## config.mk

```make
export PLATFORM = sky130hd
export DESIGN_NAME = touch_key_baseline_detector_flat
export DESIGN_NICKNAME = d
export VERILOG_FILES = /design/src/hw/rtl/tkbd_pkg.sv /design/src/hw/rtl/tkbd_in_if.sv /design/src/hw/rtl/tkbd_out_if.sv /design/src/hw/rtl/touch_key_baseline_detector.sv /design/src/hw/rtl/tkbd_cfg_regs.sv /design/src/hw/rtl/tkbd_div.sv /design/src/hw/rtl/tkbd_datapath.sv /design/src/hw/rtl/tkbd_ctrl.sv /design/src/flat_wrapper.sv
export SDC_FILE = /design/constraint.sdc
export NUM_CORES = 2
export LEC_CHECK = 0
export ABC_AREA = 1
export BUFFER_PORTS_ARGS = -buffer_cell sky130_fd_sc_hd__buf_4
export CAP_MARGIN = 5
export CELL_PAD_IN_SITES_DETAIL_PLACEMENT = 0
export CELL_PAD_IN_SITES_GLOBAL_PLACEMENT = 1
export CORE_UTILIZATION = 53
export DETAILED_ROUTE_END_ITERATION = 16
export PLACE_DENSITY_LB_ADDON = 0.1
export SLEW_MARGIN = 25
export SYNTH_ARGS = -nofsm -noshare
export SYNTH_HDL_FRONTEND = slang
export SYNTH_HIERARCHICAL = 1
export SYNTH_SLANG_ARGS = --single-unit
```

## constraint.sdc

```tcl
create_clock -name clk_i -period 10.1 [get_ports clk_i]
set_clock_uncertainty 0.2 [all_clocks]
set_input_delay 3.03 -clock clk_i [delete_from_list [all_inputs] [get_ports clk_i]]
set_output_delay 3.03 -clock clk_i [all_outputs]
set_load 0.005 [all_outputs]
```

## src/hw/rtl/tkbd_pkg.sv

```systemverilog
package tkbd_pkg;

  // Converter and arithmetic widths
  localparam int unsigned AdcBits     = 12;
  localparam int unsigned SumBits     = 16;
  localparam int unsigned GainBits    = 11;
  localparam int unsigned GainShift   = 10;
  localparam int unsigned MixBits     = SumBits + GainBits + 1;
  localparam int unsigned DataBits    = 32;
  localparam int unsigned DenBits     = 16;
  localparam int unsigned IntegBits   = 21;
  localparam int unsigned DivBits     = 32;
  localparam int unsigned DivCntBits  = $clog2(DivBits);
  localparam int unsigned CfgAddrBits = 5;

  // Algorithm constants
  localparam logic [3:0]          GroupLen      = 4'd10;
  localparam logic [3:0]          SettleLimit   = 4'd10;
  localparam logic [GainBits-1:0] GainOne       = 11'd1024;
  localparam logic [DataBits-1:0] BaselineReset = 32'h0000_FFFF;

  // x / 10 for 16-bit x as (x * 0xCCCD) >> 19
  localparam logic [SumBits-1:0] Recip10      = 16'hCCCD;
  localparam int unsigned        Recip10Shift = 19;

  // Configuration register map (word index)
  typedef enum logic [2:0] {
    RegThreshold = 3'd0,
    RegGain      = 3'd1,
    RegPropDiv   = 3'd2,
    RegIntegDiv  = 3'd3,
    RegIntegMax  = 3'd4,
    RegIntegMin  = 3'd5
  } reg_idx_e;

  typedef struct packed {
    logic [15:0]          thr;
    logic [GainBits-1:0]  gain;
    logic [DenBits-1:0]   prop;
    logic [DenBits-1:0]   integ;
    logic [IntegBits-1:0] imax;
    logic [IntegBits-1:0] imin;
  } cfg_t;

  // Controller to datapath
  typedef struct packed {
    logic tick;
    logic avg;
    logic mul;
    logic mix;
    logic diff;
    logic decide;
    logic pi_step;
    logic div_start;
    logic div_sel;
    logic cap_p;
    logic cap_base;
    logic load_out;
  } dp_cmd_t;

  // Datapath to controller
  typedef struct packed {
    logic group_end;
    logic take_pi;
    logic d_zero;
    logic div_busy;
    logic div_done;
  } dp_status_t;

endpackage

```

## src/hw/rtl/tkbd_in_if.sv

```systemverilog
interface tkbd_in_if;
  logic                          valid;
  logic                          ready;
  logic [tkbd_pkg::AdcBits-1:0]  adc_sample;

  modport source (output valid, output adc_sample, input ready);
  modport sink (input valid, input adc_sample, output ready);
endinterface

```

## src/hw/rtl/tkbd_out_if.sv

```systemverilog
interface tkbd_out_if;
  logic                          valid;
  logic                          ready;
  logic                          evaluated;
  logic                          touching;
  logic                          ready_res;
  logic [tkbd_pkg::AdcBits-1:0]  filtered_level;

  modport source (output valid, output evaluated, output touching, output ready_res,
                  output filtered_level, input ready);
  modport sink (input valid, input evaluated, input touching, input ready_res,
                input filtered_level, output ready);
endinterface

```

## src/hw/rtl/touch_key_baseline_detector.sv

```systemverilog
// Channel   Dir  Payload                                        Handshake
// in_ch     in   adc_sample[11:0]                               valid/ready
// out_ch    out  evaluated, touching, ready_res, filtered_level valid/ready
// apb       in   5-bit paddr, 32-bit pwdata/prdata, 6 registers psel/penable, pready=1
//
// Accumulating tick: accept, then result load. Averaging tick: accept, average,
// multiply, mix, difference, decide and result load; a PI step that only clears the
// integral, or a baseline update through the shared 1-bit/cycle divider that runs
// 32 steps for the proportional and again for the integral term, may come between
// decide and result load.
// Input is taken again as soon as the result is parked in the output register;
// a stalled output holds the block at its result load step.
// Asynchronous active-low reset; no memory, no clearing pass.
module touch_key_baseline_detector (
  input  logic                             clk_i,
  input  logic                             rst_ni,
  tkbd_in_if.sink                          in_ch,
  tkbd_out_if.source                       out_ch,
  input  logic                             psel,
  input  logic                             penable,
  input  logic                             pwrite,
  input  logic [tkbd_pkg::CfgAddrBits-1:0] paddr,
  input  logic [31:0]                      pwdata,
  output logic [31:0]                      prdata,
  output logic                             pready
);

  tkbd_pkg::cfg_t       cfg;
  tkbd_pkg::dp_cmd_t    cmd;
  tkbd_pkg::dp_status_t status;

  tkbd_cfg_regs u_cfg (
    .clk_i   (clk_i),
    .rst_ni  (rst_ni),
    .psel    (psel),
    .penable (penable),
    .pwrite  (pwrite),
    .paddr   (paddr),
    .pwdata  (pwdata),
    .prdata  (prdata),
    .pready  (pready),
    .cfg_o   (cfg)
  );

  tkbd_ctrl u_ctrl (
    .clk_i       (clk_i),
    .rst_ni      (rst_ni),
    .in_valid_i  (in_ch.valid),
    .in_ready_o  (in_ch.ready),
    .out_valid_o (out_ch.valid),
    .out_ready_i (out_ch.ready),
    .status_i    (status),
    .cmd_o       (cmd)
  );

  tkbd_datapath u_dp (
    .clk_i            (clk_i),
    .rst_ni           (rst_ni),
    .cmd_i            (cmd),
    .cfg_i            (cfg),
    .adc_sample_i     (in_ch.adc_sample),
    .status_o         (status),
    .evaluated_o      (out_ch.evaluated),
    .touching_o       (out_ch.touching),
    .ready_res_o      (out_ch.ready_res),
    .filtered_level_o (out_ch.filtered_level)
  );

endmodule

```

## src/hw/rtl/tkbd_cfg_regs.sv

```systemverilog
module tkbd_cfg_regs (
  input  logic                             clk_i,
  input  logic                             rst_ni,
  input  logic                             psel,
  input  logic                             penable,
  input  logic                             pwrite,
  input  logic [tkbd_pkg::CfgAddrBits-1:0] paddr,
  input  logic [31:0]                      pwdata,
  output logic [31:0]                      prdata,
  output logic                             pready,
  output tkbd_pkg::cfg_t                   cfg_o
);

  tkbd_pkg::cfg_t     cfg_q;
  tkbd_pkg::reg_idx_e idx;
  logic               wr_en;

  assign pready = 1'b1;
  assign wr_en  = psel & penable & pwrite;
  assign idx    = tkbd_pkg::reg_idx_e'(paddr[4:2]);
  assign cfg_o  = cfg_q;

  // Register writes
  always_ff @(posedge clk_i or negedge rst_ni) begin
    if (!rst_ni) begin
      cfg_q.thr   <= 16'd100;
      cfg_q.gain  <= 11'd256;
      cfg_q.prop  <= 16'd16;
      cfg_q.integ <= 16'd64;
      cfg_q.imax  <= 21'd1000;
      cfg_q.imin  <= 21'h1F_FC18;
    end else if (wr_en) begin
      case (idx)
        tkbd_pkg::RegThreshold: cfg_q.thr   <= pwdata[15:0];
        tkbd_pkg::RegGain:      cfg_q.gain  <= pwdata[tkbd_pkg::GainBits-1:0];
        tkbd_pkg::RegPropDiv:   cfg_q.prop  <= pwdata[tkbd_pkg::DenBits-1:0];
        tkbd_pkg::RegIntegDiv:  cfg_q.integ <= pwdata[tkbd_pkg::DenBits-1:0];
        tkbd_pkg::RegIntegMax:  cfg_q.imax  <= pwdata[tkbd_pkg::IntegBits-1:0];
        tkbd_pkg::RegIntegMin:  cfg_q.imin  <= pwdata[tkbd_pkg::IntegBits-1:0];
        default: ;
      endcase
    end
  end

  // Read mux, clamp bounds sign extended
  always_comb begin
    case (idx)
      tkbd_pkg::RegThreshold: prdata = {16'd0, cfg_q.thr};
      tkbd_pkg::RegGain:      prdata = {21'd0, cfg_q.gain};
      tkbd_pkg::RegPropDiv:   prdata = {16'd0, cfg_q.prop};
      tkbd_pkg::RegIntegDiv:  prdata = {16'd0, cfg_q.integ};
      tkbd_pkg::RegIntegMax:  prdata = {{11{cfg_q.imax[20]}}, cfg_q.imax};
      tkbd_pkg::RegIntegMin:  prdata = {{11{cfg_q.imin[20]}}, cfg_q.imin};
      default:                prdata = 32'd0;
    endcase
  end

endmodule

```

## src/hw/rtl/tkbd_div.sv

```systemverilog
module tkbd_div (
  input  logic                          clk_i,
  input  logic                          rst_ni,
  input  logic                          start_i,
  input  logic [tkbd_pkg::DivBits-1:0]  num_i,
  input  logic [tkbd_pkg::DenBits-1:0]  den_i,
  output logic                          busy_o,
  output logic                          done_o,
  output logic [tkbd_pkg::DivBits-1:0]  quot_o
);

  logic [tkbd_pkg::DivBits-1:0]    quot_q;
  logic [tkbd_pkg::DenBits-1:0]    rem_q;
  logic [tkbd_pkg::DenBits-1:0]    den_q;
  logic [tkbd_pkg::DivCntBits-1:0] cnt_q;
  logic                            busy_q;
  logic                            done_q;
  logic [tkbd_pkg::DenBits:0]      rem_sh;
  logic [tkbd_pkg::DenBits:0]      rem_sub;
  logic                            fits;

  // One restoring step per cycle while busy
  assign rem_sh  = {rem_q, quot_q[tkbd_pkg::DivBits-1]};
  assign fits    = rem_sh >= {1'b0, den_q};
  assign rem_sub = rem_sh - {1'b0, den_q};

  assign busy_o = busy_q;
  assign done_o = done_q;
  assign quot_o = quot_q;

  always_ff @(posedge clk_i or negedge rst_ni) begin
    if (!rst_ni) begin
      busy_q <= 1'b0;
      done_q <= 1'b0;
      cnt_q  <= '0;
    end else begin
      done_q <= 1'b0;
      if (start_i) begin
        busy_q <= 1'b1;
        cnt_q  <= '0;
      end else if (busy_q) begin
        cnt_q <= cnt_q + 1'b1;
        if (cnt_q == tkbd_pkg::DivCntBits'(tkbd_pkg::DivBits - 1)) begin
          busy_q <= 1'b0;
          done_q <= 1'b1;
        end
      end
    end
  end

  // Operand and partial remainder registers
  always_ff @(posedge clk_i) begin
    if (start_i) begin
      quot_q <= num_i;
      rem_q  <= '0;
      den_q  <= den_i;
    end else if (busy_q) begin
      quot_q <= {quot_q[tkbd_pkg::DivBits-2:0], fits};
      rem_q  <= fits ? rem_sub[tkbd_pkg::DenBits-1:0] : rem_sh[tkbd_pkg::DenBits-1:0];
    end
  end

endmodule

```

## src/hw/rtl/tkbd_datapath.sv

```systemverilog
module tkbd_datapath (
  input  logic                          clk_i,
  input  logic                          rst_ni,
  input  tkbd_pkg::dp_cmd_t             cmd_i,
  input  tkbd_pkg::cfg_t                cfg_i,
  input  logic [tkbd_pkg::AdcBits-1:0]  adc_sample_i,
  output tkbd_pkg::dp_status_t          status_o,
  output logic                          evaluated_o,
  output logic                          touching_o,
  output logic                          ready_res_o,
  output logic [tkbd_pkg::AdcBits-1:0]  filtered_level_o
);

  localparam int unsigned ProdABits = tkbd_pkg::GainBits + tkbd_pkg::SumBits;
  localparam int unsigned ProdBBits = tkbd_pkg::GainBits + tkbd_pkg::AdcBits;

  // Tracking state
  logic [tkbd_pkg::SumBits-1:0]   sum_q;
  logic [3:0]                     tick_q;
  logic [tkbd_pkg::AdcBits-1:0]   filt_q;
  logic [tkbd_pkg::DataBits-1:0]  base_q;
  logic [tkbd_pkg::IntegBits-1:0] acc_q;
  logic [3:0]                     settle_q;
  logic                           settled_q;
  logic                           touch_q;
  logic                           grp_q;

  // Working registers
  logic [ProdABits-1:0]           prod_a_q;
  logic [ProdBBits-1:0]           prod_b_q;
  logic [tkbd_pkg::DataBits-1:0]  diff_q;
  logic [tkbd_pkg::DataBits-1:0]  pterm_q;

  // Result payload
  logic                           ev_q;
  logic                           touch_out_q;
  logic                           rdy_out_q;
  logic [tkbd_pkg::AdcBits-1:0]   lvl_q;

  logic [3:0]                     tick_nx;
  logic                           group_end;
  logic [2*tkbd_pkg::SumBits-1:0] avg_prod;
  logic [tkbd_pkg::GainBits-1:0]  gain;
  logic [tkbd_pkg::GainBits-1:0]  gain_inv;
  logic [tkbd_pkg::MixBits-1:0]   mix;
  logic [tkbd_pkg::DataBits-1:0]  d_mag;
  logic                           d_zero;
  logic                           d_gt;
  logic                           touch_nx;
  logic [3:0]                     settle_nx;
  logic signed [32:0]             acc_sum;
  logic signed [32:0]             imin_w;
  logic signed [32:0]             imax_w;
  logic [tkbd_pkg::IntegBits-1:0] acc_clamped;
  logic [tkbd_pkg::IntegBits-1:0] acc_neg;
  logic [tkbd_pkg::DivBits-1:0]   acc_mag;
  logic [tkbd_pkg::DivBits-1:0]   div_num;
  logic [tkbd_pkg::DenBits-1:0]   div_den;
  logic [tkbd_pkg::DivBits-1:0]   quot;
  logic                           div_busy;
  logic                           div_done;
  logic [tkbd_pkg::DataBits-1:0]  pterm_nx;
  logic [tkbd_pkg::DataBits-1:0]  iterm;

  // Group position
  assign tick_nx   = tick_q + 4'd1;
  assign group_end = tick_nx >= tkbd_pkg::GroupLen;

  // Divide by ten through the reciprocal
  assign avg_prod = sum_q * tkbd_pkg::Recip10;

  // Filter gain, saturated at unity
  assign gain     = (cfg_i.gain > tkbd_pkg::GainOne) ? tkbd_pkg::GainOne : cfg_i.gain;
  assign gain_inv = tkbd_pkg::GainOne - gain;
  assign mix      = tkbd_pkg::MixBits'(prod_a_q) + tkbd_pkg::MixBits'(prod_b_q);

  // Difference magnitude and touch decision
  assign d_mag     = diff_q[tkbd_pkg::DataBits-1] ? (32'd0 - diff_q) : diff_q;
  assign d_zero    = diff_q == '0;
  assign d_gt      = d_mag > {16'd0, cfg_i.thr};
  assign touch_nx  = settled_q ? d_gt : touch_q;
  assign settle_nx = settle_q + 4'd1;

  // Integral update with clamp, lower bound checked first
  assign acc_sum = $signed({{12{acc_q[tkbd_pkg::IntegBits-1]}}, acc_q})
                 + $signed({diff_q[tkbd_pkg::DataBits-1], diff_q});
  assign imin_w  = $signed({{12{cfg_i.imin[tkbd_pkg::IntegBits-1]}}, cfg_i.imin});
  assign imax_w  = $signed({{12{cfg_i.imax[tkbd_pkg::IntegBits-1]}}, cfg_i.imax});

  always_comb begin
    if (acc_sum < imin_w) begin
      acc_clamped = cfg_i.imin;
    end else if (acc_sum > imax_w) begin
      acc_clamped = cfg_i.imax;
    end else begin
      acc_clamped = acc_sum[tkbd_pkg::IntegBits-1:0];
    end
  end

  assign acc_neg = '0 - acc_q;
  assign acc_mag = acc_q[tkbd_pkg::IntegBits-1] ?
                   tkbd_pkg::DivBits'(acc_neg) : tkbd_pkg::DivBits'(acc_q);

  // Shared divider: proportional term, then integral term
  assign div_num = cmd_i.div_sel ? acc_mag : d_mag;
  assign div_den = cmd_i.div_sel ? cfg_i.integ : cfg_i.prop;

  tkbd_div u_div (
    .clk_i   (clk_i),
    .rst_ni  (rst_ni),
    .start_i (cmd_i.div_start),
    .num_i   (div_num),
    .den_i   (div_den),
    .busy_o  (div_busy),
    .done_o  (div_done),
    .quot_o  (quot)
  );

  // Sign restore, zero divisor gives a zero term
  always_comb begin
    if (cfg_i.prop == '0) begin
      pterm_nx = '0;
    end else begin
      pterm_nx = diff_q[tkbd_pkg::DataBits-1] ? (32'd0 - quot) : quot;
    end
    if (cfg_i.integ == '0) begin
      iterm = '0;
    end else begin
      iterm = acc_q[tkbd_pkg::IntegBits-1] ? (32'd0 - quot) : quot;
    end
  end

  assign status_o.group_end = group_end;
  assign status_o.take_pi   = !(!settled_q && d_zero) && !touch_nx;
  assign status_o.d_zero    = d_zero;
  assign status_o.div_busy  = div_busy;
  assign status_o.div_done  = div_done;

  assign evaluated_o      = ev_q;
  assign touching_o       = touch_out_q;
  assign ready_res_o      = rdy_out_q;
  assign filtered_level_o = lvl_q;

  // Tracking state updates
  always_ff @(posedge clk_i or negedge rst_ni) begin
    if (!rst_ni) begin
      sum_q     <= '0;
      tick_q    <= '0;
      filt_q    <= '0;
      base_q    <= tkbd_pkg::BaselineReset;
      acc_q     <= '0;
      settle_q  <= '0;
      settled_q <= 1'b0;
      touch_q   <= 1'b0;
      grp_q     <= 1'b0;
    end else begin
      if (cmd_i.tick) begin
        grp_q <= group_end;
        if (group_end) begin
          tick_q <= '0;
        end else begin
          tick_q <= tick_nx;
          sum_q  <= sum_q + tkbd_pkg::SumBits'(adc_sample_i);
        end
      end
      if (cmd_i.avg) begin
        sum_q <= tkbd_pkg::SumBits'(avg_prod[2*tkbd_pkg::SumBits-1:tkbd_pkg::Recip10Shift]);
      end
      if (cmd_i.mix) begin
        filt_q <= mix[tkbd_pkg::GainShift +: tkbd_pkg::AdcBits];
      end
      if (cmd_i.decide) begin
        if (!settled_q && d_zero) begin
          settle_q <= settle_nx;
          if (settle_nx > tkbd_pkg::SettleLimit) begin
            settled_q <= 1'b1;
          end
        end else if (!settled_q) begin
          settle_q <= '0;
        end else begin
          touch_q <= d_gt;
        end
      end
      if (cmd_i.pi_step) begin
        acc_q <= d_zero ? '0 : acc_clamped;
      end
      if (cmd_i.cap_base) begin
        base_q <= base_q + pterm_q + iterm;
      end
    end
  end

  // Working and payload registers
  always_ff @(posedge clk_i) begin
    if (cmd_i.mul) begin
      prod_a_q <= gain * sum_q;
      prod_b_q <= gain_inv * filt_q;
    end
    if (cmd_i.diff) begin
      diff_q <= tkbd_pkg::DataBits'(filt_q) - base_q;
    end
    if (cmd_i.cap_p) begin
      pterm_q <= pterm_nx;
    end
    if (cmd_i.load_out) begin
      ev_q        <= grp_q;
      touch_out_q <= touch_q;
      rdy_out_q   <= settled_q;
      lvl_q       <= filt_q;
    end
  end

  // Once settled the detector never returns to initialising
  a_settled_sticky: assert property (@(posedge clk_i) disable iff (!rst_ni)
    settled_q |=> settled_q)
    else $error("settled flag dropped");

  // A touch is only ever flagged after settling
  a_touch_needs_settle: assert property (@(posedge clk_i) disable iff (!rst_ni)
    touch_q |-> settled_q)
    else $error("touch flagged while initialising");

  // Tick counter stays inside one group
  a_tick_range: assert property (@(posedge clk_i) disable iff (!rst_ni)
    tick_q < tkbd_pkg::GroupLen)
    else $error("tick counter out of group");

endmodule

```

## src/hw/rtl/tkbd_ctrl.sv

```systemverilog
module tkbd_ctrl (
  input  logic                  clk_i,
  input  logic                  rst_ni,
  input  logic                  in_valid_i,
  output logic                  in_ready_o,
  output logic                  out_valid_o,
  input  logic                  out_ready_i,
  input  tkbd_pkg::dp_status_t  status_i,
  output tkbd_pkg::dp_cmd_t     cmd_o
);

  typedef enum logic [3:0] {
    StIdle,
    StAvg,
    StMul,
    StMix,
    StDiff,
    StDecide,
    StPi,
    StDivP,
    StDivIGo,
    StDivI,
    StEmit
  } state_e;

  state_e state_q;
  state_e state_d;
  logic   out_valid_q;
  logic   accept;
  logic   slot_free;

  assign in_ready_o  = state_q == StIdle;
  assign accept      = in_valid_i && in_ready_o;
  assign slot_free   = !out_valid_q || out_ready_i;
  assign out_valid_o = out_valid_q;

  // Command decode and next state
  always_comb begin
    cmd_o   = '0;
    state_d = state_q;
    case (state_q)
      StIdle: begin
        if (accept) begin
          cmd_o.tick = 1'b1;
          state_d    = status_i.group_end ? StAvg : StEmit;
        end
      end
      StAvg: begin
        cmd_o.avg = 1'b1;
        state_d   = StMul;
      end
      StMul: begin
        cmd_o.mul = 1'b1;
        state_d   = StMix;
      end
      StMix: begin
        cmd_o.mix = 1'b1;
        state_d   = StDiff;
      end
      StDiff: begin
        cmd_o.diff = 1'b1;
        state_d    = StDecide;
      end
      StDecide: begin
        cmd_o.decide = 1'b1;
        state_d      = status_i.take_pi ? StPi : StEmit;
      end
      StPi: begin
        cmd_o.pi_step = 1'b1;
        if (status_i.d_zero) begin
          state_d = StEmit;
        end else begin
          cmd_o.div_start = 1'b1;
          state_d         = StDivP;
        end
      end
      StDivP: begin
        if (status_i.div_done) begin
          cmd_o.cap_p = 1'b1;
          state_d     = StDivIGo;
        end
      end
      StDivIGo: begin
        cmd_o.div_sel   = 1'b1;
        cmd_o.div_start = 1'b1;
        state_d         = StDivI;
      end
      StDivI: begin
        cmd_o.div_sel = 1'b1;
        if (status_i.div_done) begin
          cmd_o.cap_base = 1'b1;
          state_d        = StEmit;
        end
      end
      StEmit: begin
        if (slot_free) begin
          cmd_o.load_out = 1'b1;
          state_d        = StIdle;
        end
      end
      default: state_d = StIdle;
    endcase
  end

  // State and output valid
  always_ff @(posedge clk_i or negedge rst_ni) begin
    if (!rst_ni) begin
      state_q     <= StIdle;
      out_valid_q <= 1'b0;
    end else begin
      state_q <= state_d;
      if (cmd_o.load_out) begin
        out_valid_q <= 1'b1;
      end else if (out_ready_i) begin
        out_valid_q <= 1'b0;
      end
    end
  end

  // Divider is never restarted mid-division
  a_div_idle_start: assert property (@(posedge clk_i) disable iff (!rst_ni)
    cmd_o.div_start |-> !status_i.div_busy)
    else $error("divider started while busy");

  // While waiting on a quotient the divider is running or just finished
  a_div_wait: assert property (@(posedge clk_i) disable iff (!rst_ni)
    (state_q == StDivP || state_q == StDivI) |-> (status_i.div_busy || status_i.div_done))
    else $error("waiting on an idle divider");

  // A result is never written over one that has not been taken
  a_no_overwrite: assert property (@(posedge clk_i) disable iff (!rst_ni)
    cmd_o.load_out |-> slot_free)
    else $error("result register overwritten");

endmodule
```

## src/flat_wrapper.sv

```systemverilog
// flat-port wrapper written by rule: the top's interface ports become plain ports
module touch_key_baseline_detector_flat 
  (clk_i, rst_ni, psel, penable, pwrite, paddr, pwdata, prdata, pready, in_ch_valid, in_ch_adc_sample, in_ch_ready, out_ch_valid, out_ch_evaluated, out_ch_touching, out_ch_ready_res, out_ch_filtered_level, out_ch_ready);
  tkbd_in_if in_ch_i ();
  tkbd_out_if out_ch_i ();
  input  logic clk_i;
  input  logic rst_ni;
  input  logic psel;
  input  logic penable;
  input  logic pwrite;
  input  logic [tkbd_pkg::CfgAddrBits-1:0] paddr;
  input  logic [31:0] pwdata;
  output logic [31:0] prdata;
  output logic pready;
  input wire logic [$bits(in_ch_i.valid)-1:0] in_ch_valid;
  input wire logic [$bits(in_ch_i.adc_sample)-1:0] in_ch_adc_sample;
  output wire logic [$bits(in_ch_i.ready)-1:0] in_ch_ready;
  output wire logic [$bits(out_ch_i.valid)-1:0] out_ch_valid;
  output wire logic [$bits(out_ch_i.evaluated)-1:0] out_ch_evaluated;
  output wire logic [$bits(out_ch_i.touching)-1:0] out_ch_touching;
  output wire logic [$bits(out_ch_i.ready_res)-1:0] out_ch_ready_res;
  output wire logic [$bits(out_ch_i.filtered_level)-1:0] out_ch_filtered_level;
  input wire logic [$bits(out_ch_i.ready)-1:0] out_ch_ready;
  assign in_ch_i.valid = in_ch_valid;
  assign in_ch_i.adc_sample = in_ch_adc_sample;
  assign in_ch_ready = in_ch_i.ready;
  assign out_ch_valid = out_ch_i.valid;
  assign out_ch_evaluated = out_ch_i.evaluated;
  assign out_ch_touching = out_ch_i.touching;
  assign out_ch_ready_res = out_ch_i.ready_res;
  assign out_ch_filtered_level = out_ch_i.filtered_level;
  assign out_ch_i.ready = out_ch_ready;
  touch_key_baseline_detector u_core (.clk_i(clk_i), .rst_ni(rst_ni), .in_ch(in_ch_i), .out_ch(out_ch_i), .psel(psel), .penable(penable), .pwrite(pwrite), .paddr(paddr), .pwdata(pwdata), .prdata(prdata), .pready(pready));
endmodule
```

==> flow_summary.ini <==
[run_status]
outcome = finished clean

[timing]
report.final.setup_viol = 0
rsz0062_at_grt = false
tightestPinTransition_ps = 994
slew_headroom_pct = 33.7
fmax_ghz = 0.118
post-route-min-period_ps = 8440
drv_slew = 0
min_period_over_period_pct = 83.6
finalHoldViolations = 0
tns_ps = 0

[drt]
wl_met2_um = 61100
wl_met1_um = 58400
viasPerCell = 5.51
drt_iter0_markers = 3186
dr.pass1.iters = 5
wl_met3_um = 6310
drcViolationCount = 0
highest_layer = met4
wl_per_cell_um = 18.6
antenna_left = 0
dr_total_vias = 38236
routed_wl_um = 129000

[die]
die_area_um2 = 84100
start_util_pct = 53.5
fp.dieH_um = 290
io_pins = 106
die_x_um = 290
core_um2 = 82100
rows = 105

[logic_synthesis]
syn_nets = 6649
syn_avg_cell_area_um2 = 7.55
yosysWarningCount = 6
synthCells = 5825
netlist_area_um2 = 44000

[power]
power_mw = 12.6
p_leak_nw = 23.6
seqPwrFrac_pct = 19.0
clkPwrFrac_pct = 14.9
p_int_mw = 6.23
switching_share_pct = 50.6
p_comb_share_pct = 66.1
p_switching_mw = 6.38
ir_drop_v = 0.000258
powerDensity_nw_per_um2 = 267

[setup_path]
cp_common_cell = buf_4
cp-end-kind = output pin
critPathMaxFanout = 32
cp_cell_sequence = buf_4 -> inv_2 -> nor2_4 -> nand2_2 -> o22ai_1 -> buf_4
slowest_stage = o22ai_1
crit_buf_inv = 3
max_stage_delay_ps = 830
worstPathArrival_ps = 5210
cp_top_family = buffers and inverters
cp-start-kind = primary input
worstSetupPathType = primary input to output pin
required_ps = 6870

[placement]
io_buffers = 91
dp_hpwl_um = 102000
gp_congestion = 0.961

[clock_tree]
clkSlewWorstSetupHoldPaths_ps = 60
clock_sinks = 392
cts_tree = done
root_buffer = clkbuf_16
cts_buffers = 50
post_cts_resized = 0
clk_latency_ps = 620
htree_levels = 2
holdBufCountCts = 0
clockBufferDepth = 3
post_cts_buffers = 0

[job]
maxCapViolations = 0

[worst_hold_path]
min_path_type = register to register

[finish]
final_layout_size_suffix_gt1_share_pct = 5.82
nets = 6656
fill_cells = 7908
syn2layout_area_growth_pct = 7.26
antenna_cells = 0
post-route-util_pct = 57.4

[global_route]
grt_use_total_pct = 31.2
gr-total-overflow = 0
grt_pass1_vias = 37300
grt_start_max_net_pins = 107
grt_first_pass_wirelength_um = 208000
antenna_found_initial = 0
-- power by group through the flow --
stage | Combinational, mW | Sequential [mW] | Clock (mW)
after global placement | 8.18 | 2.42 | 0
after detailed placement | 8.22 | 2.42 | 0
after global routing | 9.58 | 2.43 | 1.97
after CTS | 8.32 | 2.39 | 1.92
after floorplan | 6.22 | 2.28 | 0
final | 8.33 | 2.40 | 1.88
-- worst register-to-register path, stage by stage, from the launching register on --
cell and delay (ps):
dfrtp_1 840, o21ai_4 220, nand2_1 200, clkinv_1 560, nand2_1 240, inv_1 70, nor2_1 720, nand2_1 210
fa_1 570, fa_1 520, inv_1 50, fa_1 470, fa_1 580, inv_1 60, fa_1 570, inv_1 50
ha_1 340, nand2_1 80, nor2_1 120, nand2_1 80, o311ai_0 490, buf_4 230, inv_1 50, nand3_1 80
nand2_1 50
-- metrics by stage --
step / setup WS, ps / instance area (µm²) / hold slack [ps] / cells
finish: 1660 / 47200 / 263 / 6943
global route: 1520 / 47200 / 293 / 6943
CTS: 1670 / 47200 / 267 / 6943
detailed placement: 1680 / 45400 / 243 / 6850
global placement: 1750 / 45400 / 246 / 6850
floorplan: 2580 / 44000 / 226 / 5825
-- path summary, 6_finish.rpt --
check | to | startpoint | cells past startpoint | slack [ps]
max | prdata[24] | paddr[2] | 6 | 1660
max reg2reg | u_core/u_dp/prod_b_q[21]$_DFFE_PP_ | u_core/u_cfg/cfg_o[84]$_DFFE_PN0P_ | 24 | 2200
min in group asynchronous | u_core/u_dp/sum_q[9]$_DFFE_PN0P_ | rst_ni | 1 | 2250
min reg2reg | u_core/u_dp/evaluated_o$_DFFE_PP_ | u_core/u_dp/grp_q$_DFFE_PN0P_ | 0 | 260
min | u_core/u_dp/evaluated_o$_DFFE_PP_ | u_core/u_dp/grp_q$_DFFE_PN0P_ | 0 | 260
max in group asynchronous | u_core/u_cfg/cfg_o[39]$_DFFE_PN0P_ | rst_ni | 2 | 5870
-- cell usage in the layout (no fill, tap or decap), types with 22 or more instances in the layout --
| master | instances |
|---|---|
| nor3_1 | 58 |
| dfrtp_1 | 163 |
| ha_1 | 446 |
| buf_4 | 118 |
| nand3_1 | 277 |
| dfstp_2 | 41 |
| edfxtp_1 | 171 |
| nor4_1 | 22 |
| nand4_1 | 108 |
| clkbuf_16 | 50 |
| xor2_1 | 140 |
| o21ai_0 | 323 |
| nand2_1 | 1453 |
| fa_1 | 322 |
| o21ai_1 | 39 |
| xnor2_1 | 64 |
| o21bai_1 | 22 |
| a31oi_1 | 30 |
| a21oi_1 | 323 |
| nor2_1 | 496 |
| inv_1 | 914 |
-- routing by layer --
layer | GRT usage (%) | vias to the layer above
li1 | - | 18785
met1 | 43.6 | 18301
met2 | 51.8 | 994
met3 | 2.70 | 156
met4 | 8.56 | 0
met5 | 0 | -
-- sequential cells by signal (all words and copies together) (netlist names), 4 cells and up --
register and count:
u_core/u_dp/base_q 32, u_core/u_dp/filt_q 12, u_core/u_dp/diff_q 32, u_core/u_dp/tick_q 4
u_core/u_dp/prod_a_q 22, u_core/u_ctrl/state_q 4, u_core/u_dp/u_div/rem_q 16, u_core/u_dp/u_div/cnt_q 5
u_core/u_cfg/cfg_o 101, u_core/u_dp/settle_q 4, u_core/u_dp/u_div/quot_o 32, u_core/u_dp/prod_b_q 22
u_core/u_dp/u_div/den_q 16, u_core/u_dp/filtered_level_o 12, u_core/u_dp/sum_q 16, u_core/u_dp/acc_q 21
u_core/u_dp/pterm_q 32
-- cell type report --
cell class / count / area [µm²] / area share, %
Multi-Input combinational cell: 4331 / 29000 / 61.6
Sequential cell: 392 / 10600 / 22.6
Inverter: 938 / 3520 / 7.47
Tap cell: 1070 / 1340 / 2.84
Clock buffer: 60 / 1310 / 2.78
Timing Repair Buffer: 119 / 901 / 1.91
Clock inverter: 33 / 403 / 0.854
(Power assumes the default switching activity.)
